--- src/rtl/core/qap_pkg.sv ---
`timescale 1ns / 1ps
`default_nettype none
// ----------------------------------------------------------------------------
// qap_pkg
// shared types, constants and helpers for the quad attitude pid block
// ----------------------------------------------------------------------------
package qap_pkg;

    localparam int THR_W    = 12;
    localparam int ANG_W    = 9;
    localparam int BASE_W   = 10;
    localparam int CMD_W    = 16;
    localparam int INTEG_W  = 16;
    localparam int GAIN_W   = 4;
    localparam int LIMIT_W  = 10;
    localparam int DBAND_W  = 4;
    localparam int START_W  = 8;
    localparam int COUNT_W  = 9;
    localparam int CFG_IDX_W  = 3;
    localparam int CFG_DATA_W = 10;
    localparam int N_CHAN   = 4;

    // throttle mapping
    localparam int MAP_IN_LO  = 989;
    localparam int MAP_IN_HI  = 1967;
    localparam int MAP_OUT_LO = 55;
    localparam int MAP_OUT_HI = 182;
    localparam int MAP_DIV    = MAP_IN_HI - MAP_IN_LO;
    localparam int RECIP_SH   = 29;
    localparam int RECIP_W    = 20;
    localparam logic [RECIP_W-1:0] RECIP =
        RECIP_W'(((64'd1 << RECIP_SH) + 64'(MAP_DIV) - 64'd1) / 64'(MAP_DIV));

    // register indexes
    localparam logic [CFG_IDX_W-1:0] REG_PROP_GAIN      = 3'd0;
    localparam logic [CFG_IDX_W-1:0] REG_INTEG_GAIN     = 3'd1;
    localparam logic [CFG_IDX_W-1:0] REG_DERIV_GAIN     = 3'd2;
    localparam logic [CFG_IDX_W-1:0] REG_INTEGRAL_LIMIT = 3'd3;
    localparam logic [CFG_IDX_W-1:0] REG_LEVEL_DEADBAND = 3'd4;
    localparam logic [CFG_IDX_W-1:0] REG_STARTUP_SAMPLES = 3'd5;

    localparam logic [COUNT_W-1:0] COUNT_MAX = '1;

    typedef struct packed {
        logic [GAIN_W-1:0]  prop_gain;
        logic [GAIN_W-1:0]  integ_gain;
        logic [GAIN_W-1:0]  deriv_gain;
        logic [LIMIT_W-1:0] integral_limit;
        logic [DBAND_W-1:0] level_deadband;
        logic [START_W-1:0] startup_samples;
    } t_cfg;

    localparam t_cfg CFG_RESET = '{
        prop_gain:       4'd3,
        integ_gain:      4'd1,
        deriv_gain:      4'd1,
        integral_limit:  10'd180,
        level_deadband:  4'd2,
        startup_samples: 8'd60
    };

    // per channel behavior
    typedef struct packed {
        logic half_err;    // integrate error/2
        logic zero_clear;  // clear integral only on zero error
        logic neg_prop;    // negate proportional term
    } t_chan_mode;

    localparam t_chan_mode CHAN_MODE [N_CHAN] = '{
        '{half_err: 1'b1, zero_clear: 1'b0, neg_prop: 1'b0},  // pitch+
        '{half_err: 1'b1, zero_clear: 1'b1, neg_prop: 1'b0},  // pitch-
        '{half_err: 1'b0, zero_clear: 1'b0, neg_prop: 1'b1},  // roll-
        '{half_err: 1'b0, zero_clear: 1'b0, neg_prop: 1'b0}   // roll+
    };

    // 9-bit negate, most negative value maps to the maximum
    function automatic logic signed [ANG_W-1:0] neg_ang(input logic signed [ANG_W-1:0] v);
        logic signed [ANG_W-1:0] r;
        if (v == {1'b1, {(ANG_W-1){1'b0}}}) begin
            r = {1'b0, {(ANG_W-1){1'b1}}};
        end else begin
            r = -v;
        end
        return r;
    endfunction

endpackage

`default_nettype wire

--- src/rtl/core/qap_base_map.sv ---
`timescale 1ns / 1ps
`default_nettype none
// ----------------------------------------------------------------------------
// qap_base_map
// linear throttle to base command map, division by reciprocal multiply
// ----------------------------------------------------------------------------
module qap_base_map import qap_pkg::*; (
    input  wire logic [THR_W-1:0]         i_throttle,
    output logic signed [BASE_W-1:0]      o_base
);

    localparam int DIFF_W = THR_W + 1;
    localparam int PROD_W = DIFF_W + 7;
    localparam int MAG_W  = PROD_W - 1;
    localparam int FULL_W = MAG_W + RECIP_W;

    logic signed [DIFF_W-1:0] diff;
    logic signed [PROD_W-1:0] prod;
    logic [MAG_W-1:0]         mag;
    logic [FULL_W-1:0]        scaled;
    logic [BASE_W-1:0]        quot;
    logic signed [BASE_W-1:0] squot;

    always_comb begin
        diff   = $signed({1'b0, i_throttle}) - DIFF_W'(MAP_IN_LO);
        // times (182 - 55) = 127
        prod   = (PROD_W'(diff) <<< 7) - PROD_W'(diff);
        mag    = prod[PROD_W-1] ? MAG_W'(-prod) : prod[MAG_W-1:0];
        // exact floor(mag / 978) over the whole input range
        scaled = FULL_W'(mag) * FULL_W'(RECIP);
        quot   = scaled[RECIP_SH +: BASE_W];
        squot  = prod[PROD_W-1] ? -$signed(quot) : $signed(quot);
        o_base = squot + BASE_W'(MAP_OUT_LO);
    end

endmodule

`default_nettype wire

--- config.mk ---
export PLATFORM = sky130hd
export DESIGN_NAME = qap_base_map
export DESIGN_NICKNAME = d
export VERILOG_FILES = /design/src/rtl/core/qap_pkg.sv /design/src/rtl/core/qap_base_map.sv
export SDC_FILE = /design/constraint.sdc
export NUM_CORES = 1
export LEC_CHECK = 0
export CAP_MARGIN = 30
export CORE_UTILIZATION = 40
export DETAILED_ROUTE_END_ITERATION = 10
export DONT_BUFFER_PORTS = 1
export GPL_ROUTABILITY_DRIVEN = 1
export PLACE_DENSITY_LB_ADDON = 0.15
export SETUP_SLACK_MARGIN = 0.4
export SYNTH_ARGS = -nofsm -noshare
export SYNTH_HDL_FRONTEND = slang
export SYNTH_SLANG_ARGS = --single-unit
--- constraint.sdc ---
create_clock -name vclk -period 13.8
set_clock_uncertainty 0.1 [all_clocks]
set_input_delay 2.07 -clock vclk [all_inputs]
set_output_delay 2.07 -clock vclk [all_outputs]
set_load 0.02 [all_outputs]
# Word level (Yosys, flattened, before mapping)
# Cells that the tools add are included.
classes:
  mux: 2
  n_mul: 1
  add_sub_neg: 5
ops:
  columns: ["op", "count"]
  rows:
  - ["$mul A19 B18 Y37 const B", 1]
  - ["$sub A20 B13 Y20", 1]
  - ["$mux W19", 1]
  - ["$neg A19 Y19", 1]
  - ["$sub A12 B10 Y13 const B", 1]
  - ["$add A10 B7 Y10 const B", 1]
  - ["$mux W10", 1]
  - ["$neg A10 Y10", 1]
word_totals:
  inputBits: 12
  output_inout_bits: 10
  register_bits: 0

# Depth between registers and ports, before layout
depth:
  word_depth: 8
  ltp_mapped: 41
  depth_no_buf: 38

# Least setup slack after synthesis
# OpenSTA, ideal clock, no wires.
synth_timing:
  kind: "input port to output port"
  from: "in i_throttle[0]"
  to: "out o_base[8]"
  path_buffers: 3
  cell_stages: 40
  t_required_ns: 11.630
  path_slack_ns: 0.168
  arrival_ns: 11.462
  path_cell_list: "buf_2 > inv_1 > ha_1 > buf_2 > and4b_1 > o211ai_1 > nand2_1 > ha_1 > a21oi_1 > o21ai_0 > a221oi_1 > o41ai_1 > a21oi_1 > clkbuf_1 > nand2_1 > xnor2_1 > ha_1 > fa_1 > (+4 left out) > inv_1 > fa_1 > inv_1 > ha_1 > a211oi_1 > o221ai_1 > a41oi_1 > nand3b_1 > or2_2 > and3_1 > o21ai_0 > xnor2_1 > ha_1 > and3_1 > or4_4 > a41oi_1 > o211ai_1 > xnor2_1"
synth_between:
  elab_chain_cells: 8
synth_lines:
  columns: ["item", "line", "text"]
  rows:
  - ["start: declaration", "qap_base_map.sv:8", "input wire logic [THR_W-1:0] i_throttle,"]
  - ["$sub A12 B10 Y13 *", "qap_base_map.sv:25", "diff = $signed({1'b0, i_throttle}) - DIFF_W'(MAP_IN_LO);"]
  - ["$sub A20 B13 Y20 *", "qap_base_map.sv:27", "prod = (PROD_W'(diff) <<< 7) - PROD_W'(diff);"]
  - ["$neg A19 Y19", "qap_base_map.sv:28", "mag = prod[PROD_W-1] ? MAG_W'(-prod) : prod[MAG_W-1:0];"]
  - ["$mux W19", "qap_base_map.sv:28", null]
  - ["$mul A19 B18 Y37", "qap_base_map.sv:30", "scaled = FULL_W'(mag) * FULL_W'(RECIP);"]
  - ["$neg A10 Y10", "qap_base_map.sv:32", "squot = prod[PROD_W-1] ? -$signed(quot) : $signed(quot);"]
  - ["$mux W10 *", "qap_base_map.sv:32", null]
  - ["$add A10 B7 Y10 *", "qap_base_map.sv:33", "o_base = squot + BASE_W'(MAP_OUT_LO);"]
  - ["end: declaration", "qap_base_map.sv:9", "output logic signed [BASE_W-1:0] o_base"]
# Every way passes the cells marked *; elsewhere a longest branch is shown, timed or not.

# Final worst setup path
# Ends and elaborated chain as after synthesis.

==> metrics <==
total negative slack for setup checks=0 ns; number of global-route vias before repair=4,757; maximum number of pins on one net before global-route repair=19; outcome=finished clean; Fin. Hold Viols=0; origin of the worst setup path=i_throttle[0]; Post-Synth Simple-Gate Area=0.1256; main combinational cell family by area after synthesis=adder cells; width of the die=~120 um; hold-critical path depth=8; number of design rule violations left after detail routing=0; antenna diode instance count=0; Setup CP Type=in2out; Routed met1 length=between 6000 and 7000 um; crit path DAT=10.71 ns; Period Utilization, post-route=0.9336; synthesized-area fraction occupied by ao, oa, aoi and oai cells=0.1424; number of DRC violations after detailed-routing iteration 0=between 200 and 250; overall track demand over capacity in global routing=0.1771; uppermost layer routed=met3; Die Y-Extent=about 120 um; CP max stage delay=approximately 0.53 ns; Routed WL=12,750 um; sequential cells=0; wire length per cell=14.12 um; number of vias per cell=around 5.3; Distinct cells, synth=73; routed via count=4,768; number of clock buffers in the layout=0; wire length on met2=slightly above 6000 um; Die Area=roughly 15,000 um2; total I/O pin count=22; maximum frequency from static timing analysis=77.62 MHz; family of cells with the greatest summed delay on the critical path=adder cells; area delta synth->final=9.809%; Crit path buffers/inverters=4; Routed Antenna Nets=0; Worst setup SP type=input port; reported max-cap violation count=0; filler cell count in the final layout=between 1,000 and 1,500; post-synthesis instance area=5817 um2; Crit Path Max Fanout=12; placed wire-length estimate=roughly 11,000 um; number of optimization iterations in the first detailed-route pass=5; Hold Crit Start=i_throttle[11]; Core Box Area=around 14,000 um2; commonest non-fill, non-tap cells in the layout=inv_1 (162), ha_1 (154), fa_1 (47); combined flip-flop and latch cell area=0 um2; XOR/XNOR Fraction of Synth Area=0.1050; NumNets Final=approximately 940; grt total ovfl=0; final count of pins violating max slew=0; area of the multi-input gates=between 5000 and 6000 um2; mux cell area share after synthesis=0.007313; worst slew slack as a fraction of its limit=0.5281; fraction of layout instances using a drive strength above 1=0.1065; shortest clock period the worst path allows after layout=between 10 and 15 ns; number of nets in the synthesized netlist=a little over 900; starting density of the core=0.4142; hold crit path type=in2out; post-synthesis average cell area=roughly 8.3 um2; number of port buffers=0; Post-Synthesis Cells=roughly 700; number of rows created at floorplan=43; cell with the largest stage delay on the worst path=fa_1; met3 WL post-DR=approximately 220 um; share of the yosys chip area belonging to registers=0; Critical Path Sink Type=output port; wire length of the first global-routing pass=~22,000 um; most common cell after layout, fill and taps aside=inv_1; final RePlAce weighted congestion=about 0.88; Setup-failing EPs final=0; Worst Hold End=o_base[2]; synthesized-area fraction occupied by adder cells=0.5029; Yosys warning count=0; transition time of the tightest slew-check pin=0.7029 ns; data required time at the worst endpoint=11.63 ns; initial antenna violation count=0; most numerous cell on the critical path=ha_1; RSZ-0062 raised after global routing=no
-- how the worst max path moves through the flow --
stage                endpoint  cells after the start
finish              o_base[8]                     37
detailed placement  o_base[8]                     38
global route        o_base[8]                     39
CTS                 o_base[8]                     38
global placement    o_base[8]                     38
floorplan           o_base[8]                     41
-- metal layers --
metal,vias up,global-route usage
li1,2421,-
met1,2299,0.2554
met4,0,0.002287
met3,0,0.004647
met5,-,0
met2,48,0.3097
-- synthesized netlist by cell type, types with 3 or more instances --
cell | count | area share
a211oi_1 | 7 | 0.0090
a21boi_0 | 3 | 0.0039
a21o_1 | 5 | 0.0065
a21oi_1 | 18 | 0.015
a221oi_1 | 3 | 0.0045
a31oi_1 | 4 | 0.0043
a41oi_1 | 3 | 0.0045
and2_1 | 6 | 0.0065
and3_1 | 7 | 0.0075
buf_2 | 3 | 0.0026
clkbuf_1 | 5 | 0.0032
fa_1 | 47 | 0.16
ha_1 | 157 | 0.34
inv_1 | 162 | 0.10
nand2_1 | 37 | 0.024
nand2b_1 | 4 | 0.0043
nand3_1 | 11 | 0.0095
nand3b_1 | 8 | 0.010
nand4_1 | 5 | 0.0054
nor2_1 | 26 | 0.017
nor2b_1 | 4 | 0.0043
nor3_1 | 8 | 0.0069
o2111ai_1 | 6 | 0.0090
o211ai_1 | 7 | 0.0090
o21a_1 | 3 | 0.0039
o21ai_0 | 24 | 0.021
or2_2 | 4 | 0.0043
or3_1 | 3 | 0.0032
xnor2_1 | 47 | 0.071
xor2_1 | 19 | 0.029
-- cell families after synthesis --
family | count (synthesis)
fa+ha+maj | 206
buf+inv | 174
compound gates | 114
mux | 4
xor+xnor | 68
simple gates | 137
-- metrics by stage --
stage          instances    util  hold slack, ns  cell area, um2  setup WS [ns]
3_5_place_dp         893  0.4383           5.154            6155         0.3676
6_report             903  0.4549           5.140            6387         0.9163
3_3_place_gp         893  0.4383           5.150            6155         0.5105
5_1_grt              903  0.4549           5.207            6387         0.3525
2_1_floorplan        703       -           4.970            5833         0.4016
4_1_cts              893  0.4396           5.161            6173         0.4175
-- layout make-up --
| class | instances | area share |
|---|---|---|
| timing repair buffer | 31 | 0.03643 |
| multi-input combinational | 530 | 0.8331 |
| inverter | 162 | 0.09520 |
| tap | 180 | 0.03526 |
-- what timing repair did --
| item | 4_1_cts | 5_1_grt |
|---|---|---|
| hold buffers | 0 | 0 |
| cloned | 0 | 1 |
| pin swaps | 0 | 11 |
| setup buffers | 0 | 9 |
| resized for setup | 2 | 25 |
| setup endpoints to repair | 1 | 7 |
-- worst min-delay path, delay by kind of cell --
family	cells	cell delay (ns)
AO/OA/AOI/OAI	3	0.39
XOR/XNOR	1	0.17
buffers and inverters	2	0.34
AND/OR/NAND/NOR	2	0.20
Power is left out: the tool's default activity adds up to more than one toggle a clock period on the data nets, which glitch-free logic cannot reach.
