--- src/rtl/core/qap_pkg.sv ---
`timescale 1ns / 1ps
`default_nettype none
// ----------------------------------------------------------------------------
// qap_pkg
// shared types, constants and helpers for the quad attitude pid block
// ----------------------------------------------------------------------------
package qap_pkg;

    localparam int THR_W    = 12;
    localparam int ANG_W    = 9;
    localparam int BASE_W   = 10;
    localparam int CMD_W    = 16;
    localparam int INTEG_W  = 16;
    localparam int GAIN_W   = 4;
    localparam int LIMIT_W  = 10;
    localparam int DBAND_W  = 4;
    localparam int START_W  = 8;
    localparam int COUNT_W  = 9;
    localparam int CFG_IDX_W  = 3;
    localparam int CFG_DATA_W = 10;
    localparam int N_CHAN   = 4;

    // throttle mapping
    localparam int MAP_IN_LO  = 989;
    localparam int MAP_IN_HI  = 1967;
    localparam int MAP_OUT_LO = 55;
    localparam int MAP_OUT_HI = 182;
    localparam int MAP_DIV    = MAP_IN_HI - MAP_IN_LO;
    localparam int RECIP_SH   = 29;
    localparam int RECIP_W    = 20;
    localparam logic [RECIP_W-1:0] RECIP =
        RECIP_W'(((64'd1 << RECIP_SH) + 64'(MAP_DIV) - 64'd1) / 64'(MAP_DIV));

    // register indexes
    localparam logic [CFG_IDX_W-1:0] REG_PROP_GAIN      = 3'd0;
    localparam logic [CFG_IDX_W-1:0] REG_INTEG_GAIN     = 3'd1;
    localparam logic [CFG_IDX_W-1:0] REG_DERIV_GAIN     = 3'd2;
    localparam logic [CFG_IDX_W-1:0] REG_INTEGRAL_LIMIT = 3'd3;
    localparam logic [CFG_IDX_W-1:0] REG_LEVEL_DEADBAND = 3'd4;
    localparam logic [CFG_IDX_W-1:0] REG_STARTUP_SAMPLES = 3'd5;

    localparam logic [COUNT_W-1:0] COUNT_MAX = '1;

    typedef struct packed {
        logic [GAIN_W-1:0]  prop_gain;
        logic [GAIN_W-1:0]  integ_gain;
        logic [GAIN_W-1:0]  deriv_gain;
        logic [LIMIT_W-1:0] integral_limit;
        logic [DBAND_W-1:0] level_deadband;
        logic [START_W-1:0] startup_samples;
    } t_cfg;

    localparam t_cfg CFG_RESET = '{
        prop_gain:       4'd3,
        integ_gain:      4'd1,
        deriv_gain:      4'd1,
        integral_limit:  10'd180,
        level_deadband:  4'd2,
        startup_samples: 8'd60
    };

    // per channel behavior
    typedef struct packed {
        logic half_err;    // integrate error/2
        logic zero_clear;  // clear integral only on zero error
        logic neg_prop;    // negate proportional term
    } t_chan_mode;

    localparam t_chan_mode CHAN_MODE [N_CHAN] = '{
        '{half_err: 1'b1, zero_clear: 1'b0, neg_prop: 1'b0},  // pitch+
        '{half_err: 1'b1, zero_clear: 1'b1, neg_prop: 1'b0},  // pitch-
        '{half_err: 1'b0, zero_clear: 1'b0, neg_prop: 1'b1},  // roll-
        '{half_err: 1'b0, zero_clear: 1'b0, neg_prop: 1'b0}   // roll+
    };

    // 9-bit negate, most negative value maps to the maximum
    function automatic logic signed [ANG_W-1:0] neg_ang(input logic signed [ANG_W-1:0] v);
        logic signed [ANG_W-1:0] r;
        if (v == {1'b1, {(ANG_W-1){1'b0}}}) begin
            r = {1'b0, {(ANG_W-1){1'b1}}};
        end else begin
            r = -v;
        end
        return r;
    endfunction

endpackage

`default_nettype wire

--- src/rtl/core/qap_pid_channel.sv ---
`timescale 1ns / 1ps
`default_nettype none
// ----------------------------------------------------------------------------
// qap_pid_channel
// one pid channel: integral update with clamps and deadband, base + (p+i+d)/2 output
// ----------------------------------------------------------------------------
module qap_pid_channel import qap_pkg::*; (
    input  wire t_chan_mode               i_mode,
    input  wire t_cfg                     i_cfg,
    input  wire logic signed [ANG_W-1:0]  i_err,
    input  wire logic signed [ANG_W-1:0]  i_last_err,
    input  wire logic signed [INTEG_W-1:0] i_integ,
    input  wire logic signed [BASE_W-1:0] i_base,
    output logic signed [INTEG_W-1:0]     o_integ,
    output logic signed [CMD_W-1:0]       o_cmd
);

    localparam int ISUM_W = INTEG_W + 2;
    localparam int P_W    = ANG_W + GAIN_W + 1;
    localparam int I_W    = INTEG_W + GAIN_W + 1;
    localparam int DD_W   = ANG_W + 1;
    localparam int D_W    = DD_W + GAIN_W + 1;
    localparam int SUM_W  = I_W + 2;

    logic signed [ANG_W-1:0]   step;
    logic signed [ISUM_W-1:0]  isum;
    logic signed [ISUM_W-1:0]  iclamp;
    logic [ANG_W:0]            mag;
    logic                      clear;
    logic signed [P_W-1:0]     p_term;
    logic signed [I_W-1:0]     i_term;
    logic signed [DD_W-1:0]    dd;
    logic signed [D_W-1:0]     d_term;
    logic signed [SUM_W-1:0]   sum;
    logic signed [SUM_W-1:0]   half;

    always_comb begin
        // error/2 truncated toward zero
        step = i_mode.half_err
             ? ((i_err + $signed({{(ANG_W-1){1'b0}}, i_err[ANG_W-1]})) >>> 1)
             : i_err;
        isum = ISUM_W'(i_integ) + ISUM_W'(step);
        if (isum >= $signed({{(ISUM_W-LIMIT_W){1'b0}}, i_cfg.integral_limit})) begin
            iclamp = $signed({{(ISUM_W-LIMIT_W){1'b0}}, i_cfg.integral_limit});
        end else if (isum < -ISUM_W'(32768)) begin
            iclamp = -ISUM_W'(32768);
        end else begin
            iclamp = isum;
        end
        mag   = i_err[ANG_W-1] ? (ANG_W+1)'(-(ANG_W+1)'(i_err)) : {1'b0, i_err};
        clear = i_mode.zero_clear ? (i_err == '0)
                                  : (mag < {{(ANG_W+1-DBAND_W){1'b0}}, i_cfg.level_deadband});
        o_integ = clear ? '0 : iclamp[INTEG_W-1:0];

        p_term = P_W'(i_err) * $signed({1'b0, i_cfg.prop_gain});
        if (i_mode.neg_prop) begin
            p_term = -p_term;
        end
        i_term = I_W'(o_integ) * $signed({1'b0, i_cfg.integ_gain});
        dd     = DD_W'(i_err) - DD_W'(i_last_err);
        d_term = D_W'(dd) * $signed({1'b0, i_cfg.deriv_gain});

        sum  = SUM_W'(p_term) + SUM_W'(i_term) + SUM_W'(d_term)
             + (SUM_W'(i_base) <<< 1);
        half = (sum + $signed({{(SUM_W-1){1'b0}}, sum[SUM_W-1]})) >>> 1;
        if (half > SUM_W'(32767)) begin
            o_cmd = 16'sh7fff;
        end else if (half < -SUM_W'(32768)) begin
            o_cmd = 16'sh8000;
        end else begin
            o_cmd = half[CMD_W-1:0];
        end
    end

endmodule

`default_nettype wire

--- config.mk ---
export PLATFORM = sky130hd
export DESIGN_NAME = qap_pid_channel
export DESIGN_NICKNAME = d
export VERILOG_FILES = /design/src/rtl/core/qap_pkg.sv /design/src/rtl/core/qap_pid_channel.sv
export SDC_FILE = /design/constraint.sdc
export NUM_CORES = 1
export LEC_CHECK = 0
export BUFFER_PORTS_ARGS = -buffer_cell sky130_fd_sc_hd__buf_2
export CAP_MARGIN = 5
export CORE_ASPECT_RATIO = 0.5
export CORE_MARGIN = 3
export CORE_UTILIZATION = 50
export DETAILED_ROUTE_END_ITERATION = 8
export GPL_ROUTABILITY_DRIVEN = 0
export GPL_TIMING_DRIVEN = 1
export PLACE_DENSITY = 0.76
export SYNTH_ARGS = -nofsm -noshare
export SYNTH_HDL_FRONTEND = slang
export SYNTH_SLANG_ARGS = --single-unit
--- constraint.sdc ---
create_clock -name vclk -period 30.2
set_input_delay 3.02 -clock vclk [all_inputs]
set_output_delay 3.02 -clock vclk [all_outputs]
set_load 0.02 [all_outputs]
# After elaboration in Yosys (flattened, before gate mapping)
# Cells that the tools add are included.
# word_totals
register_bits,0
input_bits,81
out_inout_bits,32
wordCells,27
# classes
n_addsub,9
n_mul,3
n_lt_le_gt_ge,5
mux,9
reduce_logical,1
# op_table
cell,count
two-way mux 16 bit,5
adder 22 x 15 -> 23 bit,1
adder 23 x 11 -> 23 bit,1
adder 23 x 2 -> 23 bit,1
adder 14 x 21 -> 22 bit,1
greater-than comparator 22 x 16 -> 1 bit (second input constant),1
< comparator 22 x 16 -> 1 bit (second input constant),1
multiplier 16 x 5 -> 21 bit,1
adder 16 x 9 -> 17 bit,1
greater-or-equal comparator 17 x 11 -> 1 bit,1
< comparator 17 x 16 -> 1 bit (second input constant),1
multiplier 10 x 5 -> 15 bit,1
multiplier 9 x 5 -> 14 bit,1
two-way mux 14 bit,1
negation 14 bit,1
< comparator 10 x 4 -> 1 bit,1
two-way mux 10 bit,1
negation 9 -> 10 bit,1
subtractor 9 x 9 -> 10 bit,1
adder 9 x 2 -> 9 bit,1
logical NOT 9 bit,1
two-way mux 9 bit,1
two-way mux 1 bit,1

# Logic depth before layout (Yosys ltp)
# depth
depth_word,15
mapped_depth,46
depth_no_buf,42

# Least setup slack after synthesis
# Ideal clock, no wire load.
# synth_timing
path_type,input -> output
startpoint,input port i_mode[2] (netlist name)
endpoint,output port o_cmd[10]
t_arrival_ns,13.021
required_time_ns,27.180
slack_ns,14.159
path_stages,45
n_path_buf,5
path_cell_list,clkbuf_1 -> clkbuf_1 -> nand2_1 -> o21ai_0 -> ha_1 -> inv_1 -> fa_1 -> nor2b_1 -> o21a_1 -> o21ai_0 -> a21boi_0 -> nor2_1 -> xnor2_1 -> ha_1 -> a21o_1 -> a21o_1 -> a21oi_1 -> o32ai_1 -> (+9 left out) -> fa_1 -> inv_1 -> fa_1 -> inv_1 -> fa_1 -> inv_1 -> fa_1 -> a211oi_4 -> o31ai_2 -> or4b_4 -> o211ai_2 -> nand4b_2 -> or4_1 -> buf_2 -> or2_1 -> o311ai_4 -> buf_6 -> o211ai_2
# synth_between
elab_chain_cells,14
word_cells_on_any_way,16
classes_between,add/sub (5); mul (1); order compare (4); mux (6)
# synth_rtl
element,line_no,rtl
from (decl),qap_pid_channel.sv:8,"input wire t_chan_mode i_mode,"
two-way mux 9 bit (*),qap_pid_channel.sv:40,"? ((i_err + $signed({{(ANG_W-1){1'b0}}, i_err[ANG_W-1]})) >>> 1)"
adder 16 x 9 -> 17 bit (*),qap_pid_channel.sv:42,isum = ISUM_W'(i_integ) + ISUM_W'(step);
< comparator 17 x 16 -> 1 bit,qap_pid_channel.sv:45,end else if (isum < -ISUM_W'(32768)) begin
two-way mux 16 bit,qap_pid_channel.sv:45,
two-way mux 16 bit (*),qap_pid_channel.sv:43,"if (isum >= $signed({{(ISUM_W-LIMIT_W){1'b0}}, i_cfg.integral_limit})) begin"
two-way mux 16 bit (*),qap_pid_channel.sv:53,o_integ = clear ? '0 : iclamp[INTEG_W-1:0];
multiplier 16 x 5 -> 21 bit (*),qap_pid_channel.sv:59,"i_term = I_W'(o_integ) * $signed({1'b0, i_cfg.integ_gain});"
adder 14 x 21 -> 22 bit (*),qap_pid_channel.sv:63,sum = SUM_W'(p_term) + SUM_W'(i_term) + SUM_W'(d_term)
adder 22 x 15 -> 23 bit (*),qap_pid_channel.sv:63,
adder 23 x 11 -> 23 bit (*),qap_pid_channel.sv:64,+ (SUM_W'(i_base) <<< 1);
adder 23 x 2 -> 23 bit (*),qap_pid_channel.sv:65,"half = (sum + $signed({{(SUM_W-1){1'b0}}, sum[SUM_W-1]})) >>> 1;"
< comparator 22 x 16 -> 1 bit,qap_pid_channel.sv:68,end else if (half < -SUM_W'(32768)) begin
two-way mux 16 bit,qap_pid_channel.sv:68,
two-way mux 16 bit (*),qap_pid_channel.sv:66,if (half > SUM_W'(32767)) begin
to (decl),qap_pid_channel.sv:15,output logic signed [CMD_W-1:0] o_cmd
# Mark *: on every way between the ends. The rest lies on a longest branch, timed or not.

# Worst setup path after layout
# layout_timing
startpoint,input port i_err[8]
endpoint,output port o_cmd[3]
# layout_between
elab_chain_cells,15
word_cells_on_any_way,27
classes_between,add/sub (9); mul (3); order compare (5); mux (9); reduce/logical (1)
# layout_rtl
element,line_no,rtl
from (decl),qap_pid_channel.sv:10,"input wire logic signed [ANG_W-1:0] i_err,"
adder 9 x 2 -> 9 bit,qap_pid_channel.sv:40,
two-way mux 9 bit,qap_pid_channel.sv:40,
adder 16 x 9 -> 17 bit,qap_pid_channel.sv:42,
< comparator 17 x 16 -> 1 bit,qap_pid_channel.sv:45,
two-way mux 16 bit,qap_pid_channel.sv:45,
two-way mux 16 bit,qap_pid_channel.sv:43,
two-way mux 16 bit,qap_pid_channel.sv:53,
multiplier 16 x 5 -> 21 bit,qap_pid_channel.sv:59,
adder 14 x 21 -> 22 bit,qap_pid_channel.sv:63,
adder 22 x 15 -> 23 bit (*),qap_pid_channel.sv:63,
adder 23 x 11 -> 23 bit (*),qap_pid_channel.sv:64,
adder 23 x 2 -> 23 bit (*),qap_pid_channel.sv:65,
< comparator 22 x 16 -> 1 bit,qap_pid_channel.sv:68,
two-way mux 16 bit,qap_pid_channel.sv:68,
two-way mux 16 bit (*),qap_pid_channel.sv:66,
# Marks and branches as above.

==> results.toml <==
[finish]
syn_to_final_growth_pct = 6.94
multiInputGateArea_mm2 = 0.00927
n_antenna_cell = 0
drive_above_1_share = 0.111
seq_cells = 0
fillers = 1814
nClkBuffers = 0
seq_area_um2 = 0
fin_nets = 1702

[placement]
dp_hpwl_um = 22200
numPortBuffers = 105

[sta]
worst_slew_margin_rel = 0.344
rsz0062_at_grt = "no"
slew_viol_final = 0
setup_violations = 0
final_hold_viol_count = 0
timing.final.crit_period_ns = 17.80
max_freq_mhz = 56.2
fin_tns_setup_ns = 0
fin_crit_sh = 0.589
worst_pin_slew_ns = 0.977

[die]
io_pins = 113
core_area_mm2 = 0.0199
start_util = 0.521
die_y_um = 108
std_cell_rows = 36
die_x_um = 209
die_area_mm2 = 0.0226

[route]
wl_met1_um = 11600
vias = 9105
routedWlPerCell_um = 15.9
drt_iter0_drc = 629
viasPerCell = 5.69
top_layer = "met4"
routed_wl_um = 25400
drc_errors = 0
dr.pass1.iters = 5
drt.antenna.violating_nets = 0
wl_met2_um = 12000
dr_wl_met3_um = 1570

[cts]
post_cts.repair.setup_buffers = 0
cts_resized = 0
ctsHoldBuffers = 0

[setup_path]
startpoint = "i_err[8]"
cp.required_ns = 27.18
endpoint_kind = "output pin"
path_common_cell = "fa_1"
critPathLaunchType = "input pin"
worstPathArrival_ns = 14.78
slowest_stage = "o311ai_4"
worstSetupPathType = "input pin to output pin"
worstSetupEndpoint = "o_cmd[3]"
critPathMaxStageDelay_ns = 0.79
crit_path_max_fanout = 21

[synth]
netlist_instances = 1266
synth_top_area_frac = 0.288
synth_top_cell_by_area = "fa_1"
avgSynthCellArea_um2 = 8.18
yosysWarningCount = 0
synth_cell_type_count = 77
synth.area.top_cells = "fa_1 (29%), ha_1 (17%), inv_1 (8.8%)"
syn_area_mm2 = 0.0103
yosysSeqAreaShare = 0
syn_nets = 1633

[global_routing]
antenna_found_initial = 0
grt_pass1_wl_um = 43200
grt_use_total = 0.227
gr-total-overflow = 0
grt_max_degree = 25
grt_pass1_vias = 9196

[run_status]
status = "completed"

[job]
max_cap_viol_count = 0

[min_path]
whs_path_depth = 4
hp-class = "input pin to output pin"
critical path: cells and delay by family:
kind,cells,cell delay (ns)
AO/OA/AOI/OAI,14,3.71
buffers and inverters,8,1.02
XOR/XNOR,1,0.46
multiplexers,1,0.11
AND/OR/NAND/NOR,11,2.36
adder cells (fa/ha/maj),10,4.07
layer usage:
metal | up-vias | global-route usage
met4 | 0 | 0.0220
met2 | 254 | 0.395
met5 | - | 0
met1 | 4478 | 0.319
met3 | 16 | 0.0210
li1 | 4357 | -
how the worst min path moves through the flow:
stage                     startpoint         end  slack [ns]
after global placement     i_cfg[19]  o_integ[7]        6.48
after detailed placement   i_cfg[21]  o_integ[9]        6.48
after floorplan            i_cfg[12]  o_integ[0]        6.40
after CTS                  i_cfg[21]  o_integ[9]        6.48
after global routing       i_cfg[20]  o_integ[8]        6.52
final                      i_cfg[21]  o_integ[9]        6.47
Yosys cell counts (23+ instances only):
library cell	count
and2_1	60
nand2_1	99
inv_1	243
ha_1	137
fa_1	149
a21oi_1	50
clkbuf_1	31
o21ai_0	39
nor2_1	56
xnor2_1	54
xor2_1	23
nor3b_1	50
placed cells by master, fill, tap and decap left out, types with 20 or more instances in the layout:
master | synthesis | routed
a211oi_1 | 21 | 20
xnor2_1 | 54 | 54
a21oi_1 | 50 | 50
and2_1 | 60 | 60
ha_1 | 137 | 137
nand3_1 | 22 | 22
nand2_1 | 99 | 99
xor2_1 | 23 | 23
fa_1 | 149 | 149
nor3b_1 | 50 | 50
inv_1 | 243 | 243
o21ai_0 | 39 | 39
nor2_1 | 56 | 56
buf_2 | 7 | 105
kinds of logic after synthesis:
kind of cell             share of synthesized area
AO/OA/AOI/OAI                                0.178
XOR/XNOR                                    0.0667
adder cells (fa/ha/maj)                      0.454
buffers and inverters                        0.106
multiplexers                               0.00290
AND/OR/NAND/NOR                              0.192
per-stage QoR:
step	worst slack, ns	utilization	hold slack [ns]	cell area [µm²]	std cells
floorplan	14.16	-	6.40	10300	1266
global placement	12.83	0.556	6.48	11100	1598
detailed placement	12.58	0.556	6.48	11100	1598
CTS	12.57	0.556	6.48	11100	1598
global route	11.56	0.557	6.52	11100	1599
finish	12.40	0.557	6.47	11100	1599
final cells by class:
| class | instances | share of cell area |
|---|---|---|
| inverter | 243 | 0.0824 |
| timing repair buffer | 109 | 0.0502 |
| multi-input combinational | 981 | 0.837 |
| tap | 266 | 0.0301 |
Power is not shown: default switching activity piles up to over one toggle a cycle in this logic, so the estimate is an artifact.
